`src/rtl/core/three_level_priority_fifo_defines.svh`:
```
// Assertion macros shared by the three-level priority queue RTL.
// Depends on nothing; the including module must have clock and reset signals.
`ifndef THREE_LEVEL_PRIORITY_FIFO_DEFINES_SVH
`define THREE_LEVEL_PRIORITY_FIFO_DEFINES_SVH

// Same-cycle implication, checked on every rising clock edge outside reset.
`define TLPF_ASSERT_NOW(label, ante, cons, msg) \
   label: assert property (@(posedge clock) disable iff (reset) (ante) |-> (cons)) \
      else $error(msg);

// Next-cycle implication, checked on every rising clock edge outside reset.
`define TLPF_ASSERT_NEXT(label, ante, cons, msg) \
   label: assert property (@(posedge clock) disable iff (reset) (ante) |=> (cons)) \
      else $error(msg);

`endif

```
`src/rtl/core/tlpf_pkg.sv`:
```
// Shared types and constants for the three-level priority queue.
// Used by the controller, the datapath and the top level; depends on nothing.
`default_nettype none

package tlpf_pkg;

   localparam int PAYLOAD_W = 32;
   localparam int SERIAL_W  = 16;
   localparam int CLASS_W   = 2;
   localparam int STATUS_W  = 3;

   localparam logic OP_ARRIVAL = 1'b0;
   localparam logic OP_SERVICE = 1'b1;

   typedef enum logic [STATUS_W-1:0] {
      ST_QUEUED    = 3'd0,
      ST_BAD_CLASS = 3'd1,
      ST_FULL      = 3'd2,
      ST_SERVED    = 3'd3,
      ST_EMPTY     = 3'd4
   } rsp_status_type;

   typedef enum logic [1:0] {
      S_IDLE,
      S_EXEC,
      S_FETCH,
      S_RESP
   } ctrl_state_type;

   // Commands from the controller to the datapath.
   typedef struct packed {
      logic           load_req;
      logic           push;
      logic           pop;
      logic           finish;
      logic           capture;
      rsp_status_type code;
   } ctrl_cmd_type;

   // Status from the datapath, valid for the request held in the datapath.
   typedef struct packed {
      logic is_service;
      logic class_bad;
      logic queue_full;
      logic any_waiting;
   } dp_status_type;

endpackage

`default_nettype wire

```
`src/rtl/core/three_level_priority_fifo.sv`:
```
// Top level of the three-level strict-priority queue.
// Depends on tlpf_pkg, tlpf_ctrl and tlpf_dp.
//
// Usage: a request is taken at a rising edge with start high and busy low.
// req_operation selects an arrival (which stamps the item with a wrapping
// 16-bit serial and appends it to the queue of req_priority_class) or a
// service request (which pops the head of the highest-priority non-empty
// queue). Every request gives exactly one result beat: rsp_strobe is high for
// one cycle while the rsp_ ports carry status, serial, payload and class.
// The receiver cannot stall; each beat is taken in the cycle it is shown.
// An arrival, a rejected arrival or an empty service goes from S_EXEC
// straight to S_RESP, which shows its beat; a successful service passes
// through S_FETCH between them, because the entry store has a registered
// read port. No new request is taken before the result beat of the last
// one has gone; busy stays high from the accepting edge until then.
// Reset empties all queues and clears the serial counter; the store itself
// is not cleared, since no entry is read before it is written.
`default_nettype none

module three_level_priority_fifo
   import tlpf_pkg::*;
#(
   parameter int DEPTH       = 16,
   parameter int NUM_CLASSES = 3
) (
   input  wire logic                 clock,
   input  wire logic                 reset,
   input  wire logic                 start,
   output logic                      busy,
   input  wire logic                 req_operation,
   input  wire logic [CLASS_W-1:0]   req_priority_class,
   input  wire logic [PAYLOAD_W-1:0] req_payload,
   output logic                      rsp_strobe,
   output logic [STATUS_W-1:0]       rsp_status,
   output logic [SERIAL_W-1:0]       rsp_serial_number,
   output logic [PAYLOAD_W-1:0]      rsp_served_payload,
   output logic [CLASS_W-1:0]        rsp_served_class
);

   ctrl_cmd_type  cmd;
   dp_status_type stat;

   tlpf_ctrl u_ctrl (
      .clock     (clock),
      .reset     (reset),
      .start     (start),
      .stat      (stat),
      .cmd       (cmd),
      .busy      (busy),
      .rsp_strobe(rsp_strobe)
   );

   tlpf_dp #(
      .DEPTH      (DEPTH),
      .NUM_CLASSES(NUM_CLASSES)
   ) u_dp (
      .clock             (clock),
      .reset             (reset),
      .req_operation     (req_operation),
      .req_priority_class(req_priority_class),
      .req_payload       (req_payload),
      .cmd               (cmd),
      .stat              (stat),
      .rsp_status        (rsp_status),
      .rsp_serial_number (rsp_serial_number),
      .rsp_served_payload(rsp_served_payload),
      .rsp_served_class  (rsp_served_class)
   );

endmodule

`default_nettype wire

```
`src/rtl/core/tlpf_ram.sv`:
```
// Generic single-write, single-read RAM with a registered read port.
// Depends on nothing; used for the queue entry store.
`default_nettype none

module tlpf_ram #(
   parameter int WIDTH = 8,
   parameter int DEPTH = 16
) (
   input  wire logic                     clock,
   input  wire logic                     wr_en,
   input  wire logic [$clog2(DEPTH)-1:0] wr_addr,
   input  wire logic [WIDTH-1:0]         wr_data,
   input  wire logic                     rd_en,
   input  wire logic [$clog2(DEPTH)-1:0] rd_addr,
   output logic      [WIDTH-1:0]         rd_data
);

   logic [WIDTH-1:0] mem_ff [DEPTH];
   logic [WIDTH-1:0] rd_data_ff;

   always_ff @(posedge clock) begin
      if (wr_en) begin
         mem_ff[wr_addr] <= wr_data;
      end
      if (rd_en) begin
         rd_data_ff <= mem_ff[rd_addr];
      end
   end

   assign rd_data = rd_data_ff;

endmodule

`default_nettype wire

```
`src/rtl/core/tlpf_ctrl.sv`:
```
// Sequencing state machine of the three-level priority queue.
// Depends on tlpf_pkg and the assertion macros; drives the datapath commands.
`default_nettype none
`include "three_level_priority_fifo_defines.svh"

module tlpf_ctrl
   import tlpf_pkg::*;
(
   input  wire logic          clock,
   input  wire logic          reset,
   input  wire logic          start,
   input  wire dp_status_type stat,
   output ctrl_cmd_type       cmd,
   output logic               busy,
   output logic               rsp_strobe
);

   ctrl_state_type state_ff;
   ctrl_state_type state_in;

   always_ff @(posedge clock) begin
      if (reset) begin
         state_ff <= S_IDLE;
      end else begin
         state_ff <= state_in;
      end
   end

   always_comb begin
      state_in = state_ff;
      case (state_ff)
         S_IDLE: begin
            if (start) begin
               state_in = S_EXEC;
            end
         end
         S_EXEC: begin
            if (stat.is_service && stat.any_waiting) begin
               state_in = S_FETCH;
            end else begin
               state_in = S_RESP;
            end
         end
         S_FETCH: state_in = S_RESP;
         S_RESP:  state_in = S_IDLE;
         default: state_in = S_IDLE;
      endcase
   end

   always_comb begin
      cmd        = '0;
      cmd.code   = ST_QUEUED;
      busy       = 1'b1;
      rsp_strobe = 1'b0;
      case (state_ff)
         S_IDLE: begin
            busy         = 1'b0;
            cmd.load_req = start;
         end
         S_EXEC: begin
            if (stat.is_service) begin
               if (stat.any_waiting) begin
                  cmd.pop = 1'b1;
               end else begin
                  cmd.finish = 1'b1;
                  cmd.code   = ST_EMPTY;
               end
            end else if (stat.class_bad) begin
               cmd.finish = 1'b1;
               cmd.code   = ST_BAD_CLASS;
            end else if (stat.queue_full) begin
               cmd.finish = 1'b1;
               cmd.code   = ST_FULL;
            end else begin
               cmd.push   = 1'b1;
               cmd.finish = 1'b1;
               cmd.code   = ST_QUEUED;
            end
         end
         S_FETCH: cmd.capture = 1'b1;
         S_RESP:  rsp_strobe  = 1'b1;
         default: busy        = 1'b1;
      endcase
   end

   // After a result beat the block is ready for the next request.
   `TLPF_ASSERT_NEXT(a_strobe_then_ready, rsp_strobe, !busy, "ready did not follow a result beat")

endmodule

`default_nettype wire

```
`src/rtl/core/tlpf_dp.sv`:
```
// Datapath of the three-level priority queue: request and result registers,
// per-class pointers and counts, serial counter and the entry store.
// Depends on tlpf_pkg, tlpf_ram and the assertion macros.
`default_nettype none
`include "three_level_priority_fifo_defines.svh"

module tlpf_dp
   import tlpf_pkg::*;
#(
   parameter int DEPTH       = 16,
   parameter int NUM_CLASSES = 3
) (
   input  wire logic                 clock,
   input  wire logic                 reset,
   input  wire logic                 req_operation,
   input  wire logic [CLASS_W-1:0]   req_priority_class,
   input  wire logic [PAYLOAD_W-1:0] req_payload,
   input  wire ctrl_cmd_type         cmd,
   output dp_status_type             stat,
   output logic [STATUS_W-1:0]       rsp_status,
   output logic [SERIAL_W-1:0]       rsp_serial_number,
   output logic [PAYLOAD_W-1:0]      rsp_served_payload,
   output logic [CLASS_W-1:0]        rsp_served_class
);

   localparam int PTR_W   = $clog2(DEPTH);
   localparam int CNT_W   = $clog2(DEPTH + 1);
   localparam int CIDX_W  = $clog2(NUM_CLASSES);
   localparam int ENTRIES = NUM_CLASSES * DEPTH;
   localparam int ADDR_W  = $clog2(ENTRIES);
   localparam int ENTRY_W = SERIAL_W + PAYLOAD_W;
   localparam logic [PTR_W-1:0] LAST_PTR = PTR_W'(DEPTH - 1);
   localparam logic [CNT_W-1:0] FULL_CNT = CNT_W'(DEPTH);

   // Held request.
   logic                 op_ff,    op_in;
   logic [CLASS_W-1:0]   class_ff, class_in;
   logic [PAYLOAD_W-1:0] pay_ff,   pay_in;

   // Queue bookkeeping.
   logic [PTR_W-1:0]    head_ff [NUM_CLASSES];
   logic [PTR_W-1:0]    head_in [NUM_CLASSES];
   logic [PTR_W-1:0]    tail_ff [NUM_CLASSES];
   logic [PTR_W-1:0]    tail_in [NUM_CLASSES];
   logic [CNT_W-1:0]    occ_ff  [NUM_CLASSES];
   logic [CNT_W-1:0]    occ_in  [NUM_CLASSES];
   logic [SERIAL_W-1:0] serial_ff, serial_in;

   // Result registers.
   rsp_status_type       res_status_ff, res_status_in;
   logic [SERIAL_W-1:0]  res_serial_ff, res_serial_in;
   logic [PAYLOAD_W-1:0] res_pay_ff,    res_pay_in;
   logic [CLASS_W-1:0]   res_class_ff,  res_class_in;

   logic [CIDX_W-1:0]  arr_idx;
   logic [CNT_W-1:0]   arr_occ;
   logic [PTR_W-1:0]   arr_tail;
   logic               pop_found;
   logic [CIDX_W-1:0]  pop_idx;
   logic [PTR_W-1:0]   pop_head;
   logic [ADDR_W-1:0]  wr_addr;
   logic [ADDR_W-1:0]  rd_addr;
   logic [ENTRY_W-1:0] rd_data;

   assign arr_idx = CIDX_W'(class_ff);

   // Tail and count of the arrival's class; the bad-class check covers the
   // codes that name no queue.
   always_comb begin
      arr_occ  = '0;
      arr_tail = '0;
      for (int c = 0; c < NUM_CLASSES; c++) begin
         if (CIDX_W'(c) == arr_idx) begin
            arr_occ  = occ_ff[c];
            arr_tail = tail_ff[c];
         end
      end
   end

   // Priority encoder: the lowest-numbered non-empty class wins.
   always_comb begin
      pop_found = 1'b0;
      pop_idx   = '0;
      pop_head  = '0;
      for (int c = NUM_CLASSES - 1; c >= 0; c--) begin
         if (occ_ff[c] != '0) begin
            pop_found = 1'b1;
            pop_idx   = CIDX_W'(c);
            pop_head  = head_ff[c];
         end
      end
   end

   assign stat.is_service  = (op_ff == OP_SERVICE);
   assign stat.class_bad   = ({2'b00, class_ff} >= 4'(NUM_CLASSES));
   assign stat.queue_full  = (arr_occ == FULL_CNT);
   assign stat.any_waiting = pop_found;

   assign wr_addr = ADDR_W'(int'(arr_idx) * DEPTH + int'(arr_tail));
   assign rd_addr = ADDR_W'(int'(pop_idx) * DEPTH + int'(pop_head));

   always_comb begin
      op_in    = op_ff;
      class_in = class_ff;
      pay_in   = pay_ff;
      if (cmd.load_req) begin
         op_in    = req_operation;
         class_in = req_priority_class;
         pay_in   = req_payload;
      end
   end

   always_comb begin
      head_in   = head_ff;
      tail_in   = tail_ff;
      occ_in    = occ_ff;
      serial_in = serial_ff;
      for (int c = 0; c < NUM_CLASSES; c++) begin
         if (cmd.push && (CIDX_W'(c) == arr_idx)) begin
            tail_in[c] = (arr_tail == LAST_PTR) ? '0 : arr_tail + 1'b1;
            occ_in[c]  = occ_ff[c] + 1'b1;
         end
         if (cmd.pop && (CIDX_W'(c) == pop_idx)) begin
            head_in[c] = (pop_head == LAST_PTR) ? '0 : pop_head + 1'b1;
            occ_in[c]  = occ_ff[c] - 1'b1;
         end
      end
      if (cmd.push) begin
         serial_in = serial_ff + 1'b1;
      end
   end

   always_comb begin
      res_status_in = res_status_ff;
      res_serial_in = res_serial_ff;
      res_pay_in    = res_pay_ff;
      res_class_in  = res_class_ff;
      if (cmd.finish) begin
         res_status_in = cmd.code;
         res_serial_in = cmd.push ? serial_ff : '0;
         res_pay_in    = '0;
         res_class_in  = '0;
      end
      if (cmd.pop) begin
         res_class_in = CLASS_W'(pop_idx);
      end
      if (cmd.capture) begin
         res_status_in = ST_SERVED;
         res_serial_in = rd_data[ENTRY_W-1:PAYLOAD_W];
         res_pay_in    = rd_data[PAYLOAD_W-1:0];
      end
   end

   always_ff @(posedge clock) begin
      if (reset) begin
         for (int c = 0; c < NUM_CLASSES; c++) begin
            head_ff[c] <= '0;
            tail_ff[c] <= '0;
            occ_ff[c]  <= '0;
         end
         serial_ff <= '0;
      end else begin
         head_ff   <= head_in;
         tail_ff   <= tail_in;
         occ_ff    <= occ_in;
         serial_ff <= serial_in;
      end
   end

   always_ff @(posedge clock) begin
      op_ff         <= op_in;
      class_ff      <= class_in;
      pay_ff        <= pay_in;
      res_status_ff <= res_status_in;
      res_serial_ff <= res_serial_in;
      res_pay_ff    <= res_pay_in;
      res_class_ff  <= res_class_in;
   end

   tlpf_ram #(
      .WIDTH(ENTRY_W),
      .DEPTH(ENTRIES)
   ) u_store (
      .clock  (clock),
      .wr_en  (cmd.push),
      .wr_addr(wr_addr),
      .wr_data({serial_ff, pay_ff}),
      .rd_en  (cmd.pop),
      .rd_addr(rd_addr),
      .rd_data(rd_data)
   );

   assign rsp_status         = res_status_ff;
   assign rsp_serial_number  = res_serial_ff;
   assign rsp_served_payload = res_pay_ff;
   assign rsp_served_class   = res_class_ff;

   `TLPF_ASSERT_NOW(a_push_legal, cmd.push, !stat.class_bad && !stat.queue_full, "push to a bad or full queue")
   `TLPF_ASSERT_NOW(a_pop_nonempty, cmd.pop, stat.any_waiting, "pop with every queue empty")
   `TLPF_ASSERT_NOW(a_capture_after_pop, cmd.capture, $past(cmd.pop), "store data captured without a read")

endmodule

`default_nettype wire
```
`config.mk`:
```
export PLATFORM = sky130hd
export DESIGN_NAME = three_level_priority_fifo
export DESIGN_NICKNAME = d
export VERILOG_FILES = /design/src/rtl/core/tlpf_pkg.sv /design/src/rtl/core/three_level_priority_fifo.sv /design/src/rtl/core/tlpf_ram.sv /design/src/rtl/core/tlpf_ctrl.sv /design/src/rtl/core/tlpf_dp.sv
export VERILOG_INCLUDE_DIRS = /design/src /design/src/rtl/core
export SDC_FILE = /design/constraint.sdc
export NUM_CORES = 2
export LEC_CHECK = 0
export BUFFER_PORTS_ARGS = -buffer_cell sky130_fd_sc_hd__clkbuf_2
export CAP_MARGIN = 20
export CELL_PAD_IN_SITES_DETAIL_PLACEMENT = 2
export CELL_PAD_IN_SITES_GLOBAL_PLACEMENT = 2
export CORE_MARGIN = 3
export CORE_UTILIZATION = 44
export DETAILED_ROUTE_END_ITERATION = 12
export GPL_ROUTABILITY_DRIVEN = 0
export PLACE_DENSITY_LB_ADDON = 0.1
export SKIP_CTS_REPAIR_TIMING = 1
export SLEW_MARGIN = 20
export SYNTH_ARGS = -nofsm -noshare
export SYNTH_HDL_FRONTEND = slang
export SYNTH_SLANG_ARGS = --single-unit
```
`constraint.sdc`:
```
create_clock -name clock -period 11 [get_ports clock]
set_clock_uncertainty 0.1 [all_clocks]
set_input_delay 1.1 -clock clock [delete_from_list [all_inputs] [get_ports clock]]
set_output_delay 1.1 -clock clock [all_outputs]
set_load 0.01 [all_outputs]
```
; Word-level counts from Yosys, hierarchy flattened
; Memories as Yosys holds them, arrays and structs flattened. A register that Yosys moved wholly into a read port is not among the register bits.
; Cells that the tools add are included.
[op_classes]
n_eq_ne = 11
magnitude_cmp = 1
n_addsub = 11
n_reduce_logical = 18
mux = 52
[ops]
columns = cell, count
row1 = $mux 32, 2
row2 = $mux 16, 3
row3 = $mux 5, 9
row4 = $mux 4, 8
row5 = $mux 1, 17
row6 = $add 16x1->16 const B, 1
row7 = $add 5x1->5 const B, 3
row8 = $mux 3, 5
row9 = $reduce_bool 5->1, 3
row10 = $sub 5x1->5 const B, 3
row11 = $mux 2, 7
row12 = $add 6x4->6, 2
row13 = $reduce_bool 2->1, 5
row14 = $add 4x1->4 const B, 2
row15 = $eq 4x4->1 const B, 2
row16 = $pmux 2 s4, 1
row17 = $logic_and 1x1->1, 7
row18 = $logic_not 2->1, 3
row19 = $eq 5x5->1 const B, 1
row20 = $eq 1x2->1 const A, 2
row21 = $eq 2x2->1 const A, 2
row22 = $eq 2x2->1 const B, 2
row23 = $eq 2x1->1 const B, 1
row24 = $ge 2x2->1 const B, 1
row25 = $ne 2x2->1 const B, 1
[totals]
ff_bits = 145
mem_count = 1
ramBits = 2304
inputBits = 38
[mem_list]
columns = name, words, width, read_ports, rd_clocked_by_memory_dff, write_ports, line_no
row1 = u_dp.u_store.mem_ff, 48, 48, 1, 1, 1, tlpf_ram.sv:18  ; logic [WIDTH-1:0] mem_ff [DEPTH];

; Logic depth before layout (Yosys ltp)
[logic_depth]
word_depth = 12
mapped_depth = 14

; Cells and area by module
; Synthesis repeated with hierarchy kept, for this count alone.
[unflattened]
hier_cells = 4352
area_unflattened_um2 = 95457.8
[modules_own_cells]
columns = mod, area_each_um2, cells_each, n_inst
row1 = tlpf_ram, 89201.8, 3813, 1
row2 = tlpf_dp, 6022.0, 515, 1
row3 = tlpf_ctrl, 234.0, 24, 1

; Worst setup path before layout
; No wires, ideal clock.
[synth_path]
path_type = register to register
startpoint = reg u_ctrl.state_ff[1]
endpoint = mem u_dp.u_store.mem_ff[46][0] in the netlist's numbering (enable)
t_arrival_ns = 3.872
path_stages_with_launch = 9
slack_ns = 6.574
n_path_buf = 0
t_required_ns = 10.446
path_cell_list = dfxtp_1 -> inv_1 -> ha_1 -> nor2b_1 -> a21boi_0 -> o221a_2 -> nor2b_1 -> nand2_1 -> nor2_1
[synth_via]
elab_chain_len = 4
[synth_rtl]
columns = item, line_no
row1 = "start, declared", tlpf_ctrl.sv:18  ; ctrl_state_type state_ff;
row2 = "start signal, assigned", tlpf_ctrl.sv:25  ; state_ff <= state_in;
row3 = $eq 2x1->1, tlpf_ctrl.sv:55  ; case (state_ff)
row4 = $mux 3, tlpf_ctrl.sv:55
row5 = $mux 1, tlpf_ram.sv:22  ; if (wr_en) begin
row6 = $mux 1 (implied by the code), tlpf_ram.sv:23  ; mem_ff[wr_addr] <= wr_data;
row7 = "end, declared", tlpf_ram.sv:18
; No other way between the ends.

; Final worst setup path
[layout_path]
startpoint = reg u_dp.occ_ff[10] in the netlist's numbering
endpoint = reg u_dp.u_store.rd_data_ff[26] (netlist: u_dp.u_store.rd_data[26]) (read register of u_dp.u_store.mem_ff) (data pin)
[layout_via]
elab_chain_len = 5
elab_cells_between_ends = 8
cone_classes = add/sub: 1 / mux: 6 / reduce/logical: 1
[layout_rtl]
columns = item, line_no
row1 = "start, declared", tlpf_dp.sv:45  ; logic [CNT_W-1:0] occ_ff [NUM_CLASSES];
row2 = "start signal, assigned", tlpf_dp.sv:165  ; occ_ff <= occ_in;
row3 = $reduce_bool 5->1 (*), tlpf_dp.sv:86  ; if (occ_ff[c] != '0) begin
row4 = "parallel branches: the longest is 4 deep, another holds $add 6x4->6", --
row5 = "end, declared", tlpf_ram.sv:19  ; logic [WIDTH-1:0] rd_data_ff;
; Every way passes the cells marked *.
; A chain may end at the register's enable or synchronous reset.

==> results.cfg <==
[clock_network]
cts_tree = done
clkLatencyLatePin_ps = 940
cts-buffers-inserted = 288
cts.sinks = 2497
cts_max_level = 5
cts.clk_slew.worst_paths_ps = 60
clk_path_buf_depth = 4
cts_root_buf = clkbuf_16

[global_route]
grt_max_degree = 156
grt_antenna_before_repair = 11
grt_first_pass_wirelength_um = 526000
gr-total-overflow = 0
grt_use_total = 0.324
first_global_vias = 68600

[logic_synthesis]
synth_xor_area_frac = 0.00224
ys.flop_type = edfxtp_1
synthCells = 6813
synth_top_family_by_area = simple AND/OR/NAND/NOR gates
ys_types = 64
muxShareOfSynthArea = 0.0368
synth_top_cell_by_area = edfxtp_1
ys_seq_elements = 2497
synth-simple-area-share = 0.112
async_flop_share = 0
yosysWarningCount = 0
synth_edf_count = 2437
syn_nets = 6871
syn-cell-area_um2 = 97600
synth_compound_area_frac = 0.0627
yosysTopAreaCellShare = 0.750
seq_area_frac_synth = 0.762
synth_fa_ha_area_frac = 0.00280
syn_avg_cell_area_um2 = 14.3
yosys-top-cells-area = edfxtp_1 75%, nand2_1 5.7%, mux2i_1 3.7%

[place]
dp_slack_ps = 5550
post_dp_cell_area_um2 = 102000
numPortBuffers = 92
hpwlAfterDp_um = 200000

[floorplanning]
die-area_um2 = 227000
dieHeight_um = 477
fp.dieW_um = 477
ioPinCount = 93
core_um2 = 220000
start_util = 0.443
rows = 172

[timing]
finalSetupViolations = 0
report.final.slew_viol_count = 0
fin_setup_tns_ps = 0
fmax_ghz = 0.176
relSlewSlack = 0.233
rsz0062_at_grt = no
tightest_slew_ps = 1140
worst_slack_ps = 5310
post-route-min-period_ps = 5690
timing.hold.ws_ps = 235
hold_viol_final = 0
fin_crit_sh = 0.517

[setup_path]
cp.required_ps = 11680
start_kind = flip-flop
crit_path_max_incr_delay_ps = 710
cpMaxStageDelayCell = or4_1
critPathCaptureType = flip-flop
crit_chain = or4_1, nor2_1, a31o_4, buf_4, buf_12, buf_12, mux2i_1, a221oi_1, a31oi_1, a21oi_1, and3_1
path_class = flip-flop to flip-flop
critPathMaxFanout = 145
cp_num_buf_inv = 3
worst_path_dominant_cell_family = buffers and inverters
crit_top_cell = buf_12
crit_arrival_ps = 6360

[run_status]
outcome = completed

[min_path]
min_path_type = primary input to flip-flop

[route]
drc = 0
topRoutingLayerUsed = met5
routed-wl-met3_um = 23600
route.antenna.remaining_nets = 0
wl_per_cell_um = 36.9
drt_iter0_drc = 7733
wirelength_um = 374000
first_pass_iters = 6
vias = 63900
vias_per_cell = 6.29
wl_met2_um = 187000
wl_met1_um = 147000

[run]
maxCapViolCount = 0

[cells_and_area]
finalInstanceArea_um2 = 111000
syn2layout_area_growth_pct = 13.6
multi_input_area_um2 = 21700
fin_nets = 7043
final-seq-area_um2 = 74400
drive_gt1_frac = 0.107
num-fill-cells = 20400

[power_and_ir_drop]
ir_drop_mv = 0.230
power_w = 0.0267
seq_power_share = 0.418
power_density_nw_per_um2 = 240
p_clk_frac = 0.343
p_int_w = 0.0179
leakagePower_nw = 38.7
switching_share = 0.329
power_frac_comb = 0.239
power.switching_w = 0.00876
logic make-up (layout without fill, tap and decap cells):
family	Yosys count	count (layout)
AOI/OAI and AO/OA	935	935
other	0	6
and+or+nand+nor	2527	2527
adders and majority gates	20	20
DFF	2497	2497
xor gates and xnor gates	25	25
buffers and inverters	450	819
muxes	359	359
metal layers:
| metal | up-vias | global-route usage |
|---|---|---|
| met1 | 34300 | 0.418 |
| met4 | 2 | 0.130 |
| met2 | 2775 | 0.553 |
| met5 | - | 0 |
| li1 | 26000 | - |
| met3 | 791 | 0.0460 |
final timing paths:
| path | start | to | slack (ps) | cells after the start |
|---|---|---|---|---|
| setup / recovery | u_dp.occ_ff[10]$_SDFFE_PP0P_ | u_dp.u_store.rd_data[26]$_DFFE_PP_ | 5310 | 11 |
| hold / removal | req_payload[3] | u_dp.pay_ff[3]$_DFFE_PP_ | 230 | 1 |
| setup reg to reg | u_dp.occ_ff[10]$_SDFFE_PP0P_ | u_dp.u_store.rd_data[26]$_DFFE_PP_ | 5310 | 11 |
| hold reg to reg | u_dp.occ_ff[2]$_SDFFE_PP0P_ | u_dp.occ_ff[2]$_SDFFE_PP0P_ | 380 | 2 |
registers in the layout, indices dropped and copies added (netlist names):
signal / count
u_dp.u_store.rd_data: 48
u_dp.pay_ff: 32
u_dp.rsp_status: 3
u_dp.rsp_serial_number: 16
u_dp.u_store.mem_ff: 2304
u_dp.rsp_served_class: 2
u_dp.arr_idx: 2
u_ctrl.state_ff: 2
u_dp.rsp_served_payload: 32
u_dp.op_ff: 1
u_dp.tail_ff: 12
u_dp.head_ff: 12
u_dp.serial_ff: 16
u_dp.occ_ff: 15
cell usage after synthesis (all sizes together) (2+ instances only):
cell / instances
inv: 21
clkbuf: 197
fa: 3
a31oi: 28
o22ai: 55
ha: 17
a21o: 32
nand3: 640
a32oi: 14
edfxtp: 2437
nor4b: 4
o221ai: 49
xnor2: 13
nor2: 118
and3: 35
a21oi: 371
o21a: 5
a211oi: 56
nor2b: 5
dfxtp: 60
xor2: 12
nand2: 1488
a221o: 2
nand4: 48
o221a: 2
a22oi: 83
nor4: 34
and2: 38
buf: 231
a221oi: 49
or4: 3
a32o: 30
mux2i: 359
a311oi: 30
o21ai: 119
nand2b: 4
or3: 35
nor3: 73
placed cells by master (no fill, tap or decap), drive strengths merged, types with 48 or more instances in the layout:
master and count:
a21oi 371, a22oi 83, nor3 73, nand2 1488, o221ai 49, a211oi 56, clkinv 99, nor2 118
edfxtp 2437, mux2i 359, a221oi 49, nand3 640, o21ai 119, o22ai 55, dfxtp 60, clkbuf 464
buf 218, nand4 48
power by group through the flow:
stage               combinational, W  sequential (W)  clock, W
finish                       0.00638          0.0111   0.00913
detailed placement           0.00628          0.0113         0
CTS                          0.00637          0.0111   0.00923
global route                 0.00680          0.0112   0.00959
global placement             0.00600          0.0113         0
floorplan                    0.00356          0.0115         0
stage by stage:
stage               std cells   util
floorplan                6813      -
global placement         9645  0.464
detailed placement       9651  0.464
CTS                     10100  0.503
global route            10100  0.504
finish                  10100  0.504
area by class of cell:
class / count / area share
Sequential cell: 2497 / 0.671
Multi-Input combinational cell: 3866 / 0.196
Clock buffer: 372 / 0.0696
Tap cell: 2958 / 0.0334
Timing Repair Buffer: 310 / 0.0215
Clock inverter: 115 / 0.00794
Inverter: 22 / 0.000880
Antenna cell: 6 / 0.000135
worst reg2reg max path, stage by stage (launching register included):
cell and delay [ps]:
dfxtp_1 360, or4_1 710, nor2_1 290, a31o_4 570, buf_4 540, buf_12 570, buf_12 900, mux2i_1 390
a221oi_1 340, a31oi_1 100, a21oi_1 410, and3_1 260
(Power assumes the default switching activity.)
